[src/hw/rtl/assert_macros.svh]
// assertion macros for the rtl files, used by rgb_led_linear_fade_engine
// no dependencies; the including module must have i_clk and i_rst_n
`ifndef ASSERT_MACROS_SVH
`define ASSERT_MACROS_SVH

// property checked on every rising clock edge outside reset
`define ASSERT_CLK(label, prop, msg) \
    label: assert property (@(posedge i_clk) disable iff (!i_rst_n) prop) \
    else $error(msg);

// implication checked on every rising clock edge outside reset
`define ASSERT_IMPL(label, ante, cons, msg) \
    `ASSERT_CLK(label, (ante) |-> (cons), msg)

`endif

[src/hw/rtl/rlfe_pkg.sv]
// types, constants and command codes of the rgb led fade engine
// no dependencies; imported by rgb_led_linear_fade_engine
package rlfe_pkg;

    // number of leds and width of an led index
    localparam int LED_COUNT = 16;
    localparam int LED_W     = (LED_COUNT > 1) ? $clog2(LED_COUNT) : 1;

    // fade length = (FADE_NUM / speed) << FADE_SHIFT
    localparam logic [11:0] FADE_NUM   = 12'd4095;
    localparam int          FADE_SHIFT = 3;

    // divider step counts: fade length quotient and channel quotient
    localparam logic [3:0] DIV_STEPS_LEN = 4'd12;
    localparam logic [3:0] DIV_STEPS_CH  = 4'd8;

    // command codes
    localparam logic [1:0] CMD_SET  = 2'd0;
    localparam logic [1:0] CMD_FADE = 2'd1;
    localparam logic [1:0] CMD_TICK = 2'd2;

    // color channel selects
    localparam logic [1:0] CH_RED   = 2'd0;
    localparam logic [1:0] CH_GREEN = 2'd1;
    localparam logic [1:0] CH_BLUE  = 2'd2;

    // one color, index 0 red, 1 green, 2 blue
    typedef logic [2:0][7:0] t_rgb;

    typedef struct packed {
        logic [1:0] cmd;
        logic [7:0] led_index;
        logic [7:0] red_in;
        logic [7:0] green_in;
        logic [7:0] blue_in;
        logic [7:0] fade_speed;
    } t_in_item;

    typedef struct packed {
        logic [3:0] led_out;
        logic [7:0] red_out;
        logic [7:0] green_out;
        logic [7:0] blue_out;
        logic       updated;
        logic       last;
    } t_out_item;

    typedef enum logic [3:0] {
        S_IDLE,
        S_SET,
        S_DIV,
        S_FADE_WR,
        S_TICK_CHK,
        S_MUL,
        S_CH_WR,
        S_EMIT
    } t_state;

endpackage

[src/hw/rtl/rgb_led_linear_fade_engine.sv]
// rgb led linear fade engine: per-led fade records, one shared divider under a sequencer
// depends on rlfe_pkg and assert_macros.svh
//
//  channel | signals                               | direction
//  --------+---------------------------------------+-----------
//  in      | i_in_valid, o_in_stall, i_in_item     | into block
//  out     | o_out_valid, i_out_stall, o_out_item  | from block
//
// set item: record write, then result; fade start: 12-step divide of 4095 by speed, then record write
// tick item: each led gets a check and a result; a fading led also gets multiply, 8-step divide
//   and write back for each of three channels before its result
// all division runs through one restoring divider; one item at a time
// reset clears every fade record in the reset cycle, no clearing pass
// a stalled result holds the sequencer in its emit step until taken
`include "assert_macros.svh"

module rgb_led_linear_fade_engine import rlfe_pkg::*; (
    input  logic      i_clk,
    input  logic      i_rst_n,
    input  logic      i_in_valid,
    output logic      o_in_stall,
    input  t_in_item  i_in_item,
    output logic      o_out_valid,
    input  logic      i_out_stall,
    output t_out_item o_out_item
);

    // fade records
    t_rgb        r_start [LED_COUNT];
    t_rgb        r_cur   [LED_COUNT];
    t_rgb        r_tgt   [LED_COUNT];
    logic [14:0] r_flen  [LED_COUNT];
    logic [14:0] r_fel   [LED_COUNT];

    // sequencer and datapath registers
    t_state           r_state, n_state;
    t_in_item         r_in;
    logic             r_tick;
    logic [LED_W-1:0] r_idx;
    logic [1:0]       r_ch;
    logic [14:0]      r_el;
    logic             r_neg;
    logic             r_upd;
    logic [14:0]      r_rem;
    logic [23:0]      r_dq;
    logic [14:0]      r_div;
    logic [3:0]       r_cnt;
    logic             r_out_valid;
    t_out_item        r_out;

    logic             in_acc;
    logic             emit_load;
    logic             idx_ok;
    logic             is_set;
    logic             idx_last;
    logic [15:0]      el_next;
    logic [15:0]      div_trial;
    logic             div_ge;
    logic [15:0]      div_diff;
    logic [7:0]       ch_s;
    logic [7:0]       ch_t;
    logic [7:0]       ch_mag;
    logic [22:0]      prod;
    logic [7:0]       ch_q;
    logic [7:0]       ch_v;
    logic [7:0]       idx8;

    // input decode
    assign idx_ok   = {1'b0, i_in_item.led_index} < 9'(LED_COUNT);
    assign is_set   = (i_in_item.cmd == CMD_SET)
                   || (i_in_item.cmd == CMD_FADE && i_in_item.fade_speed == 8'd0);
    assign idx_last = (r_idx == LED_W'(LED_COUNT - 1));
    assign el_next  = {1'b0, r_fel[r_idx]} + 16'd1;

    // shared divider step
    assign div_trial = {r_rem, r_dq[23]};
    assign div_ge    = div_trial >= {1'b0, r_div};
    assign div_diff  = div_trial - {1'b0, r_div};

    // channel delta magnitude and product
    assign ch_s   = r_start[r_idx][r_ch];
    assign ch_t   = r_tgt[r_idx][r_ch];
    assign ch_mag = (ch_t < ch_s) ? (ch_s - ch_t) : (ch_t - ch_s);
    assign prod   = 23'(ch_mag) * 23'(r_el);
    assign ch_q   = r_dq[7:0];
    assign ch_v   = r_neg ? (ch_s - ch_q) : (ch_s + ch_q);
    assign idx8   = 8'(r_idx);

    // handshake outputs and load strobes
    always_comb begin
        o_in_stall = (r_state != S_IDLE);
        in_acc     = i_in_valid && (r_state == S_IDLE);
        emit_load  = (r_state == S_EMIT) && (!r_out_valid || !i_out_stall);
    end

    // next state
    always_comb begin
        n_state = r_state;
        unique case (r_state)
            S_IDLE: begin
                if (in_acc) begin
                    if (i_in_item.cmd == CMD_TICK) begin
                        n_state = S_TICK_CHK;
                    end else if ((i_in_item.cmd == CMD_SET || i_in_item.cmd == CMD_FADE)
                                 && idx_ok) begin
                        n_state = is_set ? S_SET : S_DIV;
                    end
                end
            end
            S_SET:     n_state = S_EMIT;
            S_DIV: begin
                if (r_cnt == 4'd1) begin
                    n_state = r_tick ? S_CH_WR : S_FADE_WR;
                end
            end
            S_FADE_WR: n_state = S_IDLE;
            S_TICK_CHK: begin
                if (r_flen[r_idx] == 15'd0 || el_next >= {1'b0, r_flen[r_idx]}) begin
                    n_state = S_EMIT;
                end else begin
                    n_state = S_MUL;
                end
            end
            S_MUL:     n_state = S_DIV;
            S_CH_WR:   n_state = (r_ch == CH_BLUE) ? S_EMIT : S_MUL;
            S_EMIT: begin
                if (emit_load) begin
                    n_state = (r_tick && !idx_last) ? S_TICK_CHK : S_IDLE;
                end
            end
            default:   n_state = S_IDLE;
        endcase
    end

    // state register and control
    always_ff @(posedge i_clk) begin
        if (!i_rst_n) begin
            r_state     <= S_IDLE;
            r_tick      <= 1'b0;
            r_out_valid <= 1'b0;
        end else begin
            r_state     <= n_state;
            r_out_valid <= (r_out_valid && i_out_stall) || emit_load;
            if (in_acc) begin
                r_tick <= (i_in_item.cmd == CMD_TICK);
            end
        end
    end

    // fade records, cleared at reset
    always_ff @(posedge i_clk) begin
        if (!i_rst_n) begin
            for (int i = 0; i < LED_COUNT; i++) begin
                r_start[i] <= '0;
                r_cur[i]   <= '0;
                r_tgt[i]   <= '0;
                r_flen[i]  <= '0;
                r_fel[i]   <= '0;
            end
        end else begin
            case (r_state)
                S_SET: begin
                    r_start[r_idx] <= {r_in.blue_in, r_in.green_in, r_in.red_in};
                    r_cur[r_idx]   <= {r_in.blue_in, r_in.green_in, r_in.red_in};
                    r_tgt[r_idx]   <= {r_in.blue_in, r_in.green_in, r_in.red_in};
                    r_flen[r_idx]  <= '0;
                end
                S_FADE_WR: begin
                    r_start[r_idx] <= r_cur[r_idx];
                    r_tgt[r_idx]   <= {r_in.blue_in, r_in.green_in, r_in.red_in};
                    r_flen[r_idx]  <= {r_dq[11:0], FADE_SHIFT'(0)};
                    r_fel[r_idx]   <= '0;
                end
                S_TICK_CHK: begin
                    if (r_flen[r_idx] != 15'd0) begin
                        if (el_next >= {1'b0, r_flen[r_idx]}) begin
                            // fade done: snap to target
                            r_fel[r_idx]  <= r_flen[r_idx];
                            r_cur[r_idx]  <= r_tgt[r_idx];
                            r_flen[r_idx] <= '0;
                        end else begin
                            r_fel[r_idx] <= el_next[14:0];
                        end
                    end
                end
                S_CH_WR: r_cur[r_idx][r_ch] <= ch_v;
                default: ;
            endcase
        end
    end

    // datapath registers
    always_ff @(posedge i_clk) begin
        case (r_state)
            S_IDLE: begin
                if (in_acc) begin
                    r_in  <= i_in_item;
                    r_idx <= (i_in_item.cmd == CMD_TICK) ? '0 : LED_W'(i_in_item.led_index);
                    // fade length quotient: 4095 / speed
                    r_rem <= '0;
                    r_dq  <= {FADE_NUM, 12'd0};
                    r_div <= {7'd0, i_in_item.fade_speed};
                    r_cnt <= DIV_STEPS_LEN;
                end
            end
            S_SET: r_upd <= 1'b1;
            S_TICK_CHK: begin
                r_upd <= (r_flen[r_idx] != 15'd0);
                r_el  <= el_next[14:0];
                r_ch  <= CH_RED;
            end
            S_MUL: begin
                // quotient stays below 256, so the top bits seed the remainder
                r_neg <= (ch_t < ch_s);
                r_rem <= prod[22:8];
                r_dq  <= {prod[7:0], 16'd0};
                r_div <= r_flen[r_idx];
                r_cnt <= DIV_STEPS_CH;
            end
            S_DIV: begin
                r_rem <= div_ge ? div_diff[14:0] : div_trial[14:0];
                r_dq  <= {r_dq[22:0], div_ge};
                r_cnt <= r_cnt - 4'd1;
            end
            S_CH_WR: r_ch <= r_ch + 2'd1;
            S_EMIT: begin
                if (emit_load) begin
                    r_out.led_out   <= idx8[3:0];
                    r_out.red_out   <= r_cur[r_idx][CH_RED];
                    r_out.green_out <= r_cur[r_idx][CH_GREEN];
                    r_out.blue_out  <= r_cur[r_idx][CH_BLUE];
                    r_out.updated   <= r_upd;
                    r_out.last      <= !r_tick || idx_last;
                    if (r_tick && !idx_last) begin
                        r_idx <= r_idx + LED_W'(1);
                    end
                end
            end
            default: ;
        endcase
    end

    assign o_out_valid = r_out_valid;
    assign o_out_item  = r_out;

    // checks
    `ASSERT_IMPL(a_busy_stalls, r_state != S_IDLE, o_in_stall,
                 "input taken while sequencer busy")
    `ASSERT_IMPL(a_load_from_emit, $rose(o_out_valid), $past(r_state) == S_EMIT,
                 "result loaded outside emit step")
    `ASSERT_IMPL(a_div_count, r_state == S_DIV, r_cnt != 4'd0,
                 "divider running with zero step count")
    `ASSERT_IMPL(a_tick_partial, o_out_valid && !o_out_item.last,
                 r_tick && r_state != S_IDLE,
                 "non-final result outside a running tick")

endmodule
[config.mk]
export PLATFORM = sky130hd
export DESIGN_NAME = rgb_led_linear_fade_engine
export DESIGN_NICKNAME = d
export VERILOG_FILES = /design/src/hw/rtl/rlfe_pkg.sv /design/src/hw/rtl/rgb_led_linear_fade_engine.sv
export VERILOG_INCLUDE_DIRS = /design/src /design/src/hw/rtl
export SDC_FILE = /design/constraint.sdc
export NUM_CORES = 2
export LEC_CHECK = 0
export BUFFER_PORTS_ARGS = -buffer_cell sky130_fd_sc_hd__buf_2
export CAP_MARGIN = 5
export CORE_MARGIN = 2
export CORE_UTILIZATION = 35
export CTS_BUF_LIST = sky130_fd_sc_hd__clkbuf_16
export CTS_CLUSTER_DIAMETER = 200
export DETAILED_ROUTE_END_ITERATION = 7
export PLACE_DENSITY = 0.51
export SLEW_MARGIN = 30
export SYNTH_ARGS = -nofsm -noshare
export SYNTH_HDL_FRONTEND = slang
export SYNTH_SLANG_ARGS = --single-unit
[constraint.sdc]
create_clock -name i_clk -period 28.7 [get_ports i_clk]
set_input_delay 5.74 -clock i_clk [delete_from_list [all_inputs] [get_ports i_clk]]
set_output_delay 5.74 -clock i_clk [all_outputs]
set_load 0.005 [all_outputs]
Word level (Yosys, flattened, before mapping)

Memory sizes are Yosys's and may differ from the RTL's. A register that Yosys moved wholly into a read port is not among the register bits.
Index checks and enable logic that the tools add are counted.

Bits in registers: 141
RAM bits: 1,584
Input bits: 46
Output and inout port bits: 32
Memories: 5

Add/subtract/negate cells: 9
$mul: 1
Order comparisons: 6
Eq/ne operators: 17
Mux-type cells: 106
Bitwise logic cells: 31
Reductions and logical operators: 39

Memories:

| name    | words | bits a word | rd ports | clocked after Yosys merged registers in | write ports | RTL line                         | text |
|---|---|---|---|---|---|---|---|
| r_cur   | 16    | 24          | 1        | 1                                       | 16          | rgb_led_linear_fade_engine.sv:30 | `t_rgb r_cur [LED_COUNT];` |
| r_start | 16    | 24          | 1        | 1                                       | 16          | rgb_led_linear_fade_engine.sv:29 | `t_rgb r_start [LED_COUNT];` |
| r_tgt   | 16    | 24          | 1        | 1                                       | 16          | rgb_led_linear_fade_engine.sv:31 | `t_rgb r_tgt [LED_COUNT];` |
| r_fel   | 16    | 15          | 1        | 1                                       | 16          | rgb_led_linear_fade_engine.sv:33 | `logic [14:0] r_fel [LED_COUNT];` |
| r_flen  | 16    | 12          | 1        | 1                                       | 16          | rgb_led_linear_fade_engine.sv:32 | `logic [14:0] r_flen [LED_COUNT];` |

Operators with widths:

| kind                                                 | number |
|---|---|
| 2-to-1 mux 24 bit                                    | 9 |
| 2-to-1 mux 15 bit                                    | 6 |
| 2-to-1 mux 4 bit                                     | 20 |
| case mux 24 bit (3 select lines)                     | 1 |
| OR reduction 24 bit                                  | 3 |
| 2-to-1 mux 1 bit                                     | 47 |
| case mux 15 bit (3 select lines)                     | 1 |
| 2-to-1 mux 8 bit                                     | 5 |
| 2-to-1 mux 12 bit                                    | 3 |
| binary-select mux 8 bit (select 2 bit)               | 2 |
| >= comparator 16 x 15 -> 1 bit                       | 2 |
| OR 1 bit                                             | 31 |
| case mux 15 bit (2 select lines)                     | 1 |
| case mux 4 bit (7 select lines)                      | 1 |
| subtractor 8 bit                                     | 3 |
| multiplier 8 x 15 -> 23 bit                          | 1 |
| adder 15 x 1 -> 16 bit (second input constant)       | 1 |
| demux 8 bit (select 2 bit)                           | 1 |
| equality test 4 x 3 -> 1 bit (second input constant) | 4 |
| zero test 15 bit                                     | 1 |
| nonzero test 15 bit                                  | 1 |
| OR reduction 15 bit                                  | 1 |
| subtractor 15 bit                                    | 1 |
| case mux 4 bit (3 select lines)                      | 1 |
| 33 further kinds                                     | 62 |

Logic depth before layout (Yosys ltp)

Depth after elaboration: 11
Gate-level depth with buffers: 47
Gate-level depth less buffers: 36

Least setup slack after synthesis

No wires, ideal clock.

Kind: register -> register
Start: register (tool-made name)
End: register r_rem[14] (data pin)
Library setup time: 271 ps
Arrival time: 9,655 ps
Data required time: 28,429 ps
Setup slack: 18,774 ps
Cell stages (with the launch flop): 46
Buffers on the path: 11
Clock period less this slack: 9,926 ps
Cells stage by stage: dfxtp_1 buf_6 buf_8 buf_8 buf_6 buf_6 buf_6 buf_4 buf_4 buf_4 buf_2 mux4_2 mux4_2 mux2i_1 o22a_1 inv_1 ha_1 inv_1 (+10 left out) nand2_1 fa_1 fa_1 inv_1 fa_1 inv_1 fa_1 inv_1 ha_1 and4_1 a211oi_1 o31ai_1 o31a_1 o221a_2 a211oi_1 o21bai_1 xnor2_1 o22ai_1

RTL lines:

| item                   | RTL line                          | text |
|---|---|---|
| end signal: assignment | rgb_led_linear_fade_engine.sv:215 | `r_rem <= prod[22:8];` |
| end signal: assignment | rgb_led_linear_fade_engine.sv:221 | `r_rem <= div_ge ? div_diff[14:0] : div_trial[14:0];` |
| end: declaration       | rgb_led_linear_fade_engine.sv:44  | `logic [14:0] r_rem;` |

==> out/summary.txt <==
Rel. slew slack: 0.288
IO Pins: 78
final WL: 261000 um
footprint of the multi-input gates: 27500 sq um
Hold Path Class: reg2reg
Vert. Die Dim: 487 um
largest family of logic cells by synthesized area: multiplexers
CP Class: reg2reg
synth top area cells: edfxtp_1 (63%), mux4_2 (13%), nor2_1 (7.7%), fa_1 (2.0%), ha_1 (1.6%)
Post-synth EDFFs: 1719
synth-to-layout area growth: 12.3%
die area: 237000 sq um
drt pass-1 iters: 7
FILL cells: 21.6k
drt drc: 0
status: finished clean
cell repeated most along the worst path: fa_1
# clock sinks: 1728
Syn. warnings: 0
upper clock frequency limit: 81.9 MHz
hold-fix buffers at CTS: 0
post-synth cell types: 79
adder-cell share of the synthesized area: 0.0361
# rows: 177
compound-cell area share of the yosys netlist: 0.0399
H-tree lvl count: 4
cell count after synthesis: 5758
RSZ-0062 raised after global routing: false
minimum clock period: 12.21 ns
gr ovfl total: 0
Mapped Avg Cell Area: 14.2 sq um
max incr delay on CP: 0.76 ns
total track usage: 0.219
starting density of the core: 0.351
initial DRC count: 6059
Setup violations, final: 0
Post-DRT Antenna Nets: 0
PostCTS Resize Cnt: 0
Worst-Margin Slew: 1.07 ns
Mapped Area: 81500 sq um
final setup TNS: 0 ns
Clock transition at path regs: 0.06 ns
total CTS buffers: 185
Port Buf Inserts: 77
nets: 6006
syn nets: 5990
top cell type by total area after synthesis: edfxtp_1
FFs w/ async S/R, synth: 0
Clock Latency Late Sink: 0.86 ns
top post-synthesis cells by count: edfxtp_1 (1719), nor2_1 (1668), mux4_2 (466), clkbuf_1 (244), nand2_1 (219)
Area after DPL: 85600 sq um
Setup crit end kind: register
prevailing post-synth register cell: edfxtp_1
Max Root-Sink Buffers: 3
antenna violations before repair: 3
Vias/cell: 5.56
Placeable Area: 232000 sq um
max-slew violation count: 0
global placer's final weighted congestion: 0.868
CP Data Required Time: 29.26 ns
CP delay by family, top: compound AO/OA/AOI/OAI gates
share of cells above drive strength 1: 0.192
register area: 51800 sq um
Max-cap violations: 0
Worst EP arrival: 12.77 ns
Root Buffer Master: clkbuf_16
CP startpoint kind: register
top cell type's share of synthesized area: 0.633
part of the Yosys area used for sequential elements: 0.635
setup repair bufs after CTS: 0
Post-Synth Simple-Gate Area: 0.112
Final Cycle Share: 0.426
Crit path buffers/inverters: 7
routed via count: 49.9k
largest net degree at the start of global routing: 108
mux contribution to synthesized area: 0.137
Post-Synth XOR/XNOR Area: 0.00651
post-route cell area: 91600 sq um
CTS tree: done
wire per inst: 29.1 um
Critical Path Fanout Max: 40
global-route wire length before repair: 373000 um
count leader, synth: edfxtp_1
Critical-path top delay cell: buf_4
final hold violations: 0
Die X-Extent: 487 um
Setup Skew: 0.0507 ns
vias in the first global route: 49.9k
hpwl dp: 160000 um
#FFs+latches synth: 1728
==> sequential cells by signal (all words and copies together) (netlist names), named ones only <==
register and count:
r_cur 384, o_out_valid 1, r_upd 1, r_rem 15, r_start 384, r_state 3
r_idx 4, r_ch 2, r_el 15, r_fel 240, o_out_item 30, r_flen 192
r_neg 1, r_dq 24, r_tick 1, r_tgt 384, r_cnt 4, r_div 15
r_in 24
==> area by class of cell <==
class | count | share of cell area
diodes | 3 | 0.0000820
clock buffers | 188 | 0.0514
clock inverters | 155 | 0.0127
inverters | 193 | 0.00791
multi-input cells | 3418 | 0.300
flip-flops and latches | 1728 | 0.566
well taps | 3043 | 0.0416
repair buffers | 248 | 0.0202
==> stage by stage <==
step | utilization | instances | worst slack (ns) | hold slack (ns)
floorplan | - | 5758 | 18.77 | 0.400
global placement | 0.367 | 8607 | 16.55 | 0.406
detailed placement | 0.369 | 8627 | 16.63 | 0.424
CTS | 0.394 | 8970 | 16.57 | 0.437
global route | 0.395 | 8974 | 15.87 | 0.467
finish | 0.395 | 8976 | 16.49 | 0.439
==> layer usage <==
layer,wire length (um),GRT usage,up-vias
met2,125000,0.353,2073
met1,109000,0.305,26400
li1,-,-,21100
met4,7750,0.0667,0
met3,19500,0.0344,354
met5,0,0,-
==> cells in the final DEF (no fill, tap or decap), types with 26 or more instances in the layout <==
cell,instances
edfxtp_1,1719
nor2_1,1665
mux4_2,466
inv_1,207
clkbuf_16,188
nand2_1,187
buf_4,142
a21oi_1,106
ha_1,104
nor2b_1,82
fa_1,82
clkinv_1,79
buf_2,76
and2_1,72
mux2i_1,47
nand3_1,44
o21ai_0,41
xnor2_1,40
o21ai_2,40
clkinv_2,31
nand3b_1,26
==> path summary, 6_finish.rpt <==
path | start | end | slack [ns] | cells after the start
setup / recovery | register | r_rem[14] | 16.49 | 35
hold / removal | r_upd | o_out_item[1] | 0.44 | 0
hold reg to reg | r_upd | o_out_item[1] | 0.44 | 0
setup reg to reg | register | r_rem[14] | 16.49 | 35
==> cell families (layout without fill, tap and decap cells) <==
kind of cell / Yosys count / count (layout)
simple gates: 2211 / 2211
other cells: 0 / 3
xor+xnor: 59 / 59
flops: 1728 / 1728
buf+inv: 612 / 784
mux: 531 / 531
fa+ha+maj: 186 / 186
compound gates: 431 / 431
Power is left out: the tool's default activity adds up to more than one toggle a clock period on the data nets, which glitch-free logic cannot reach.
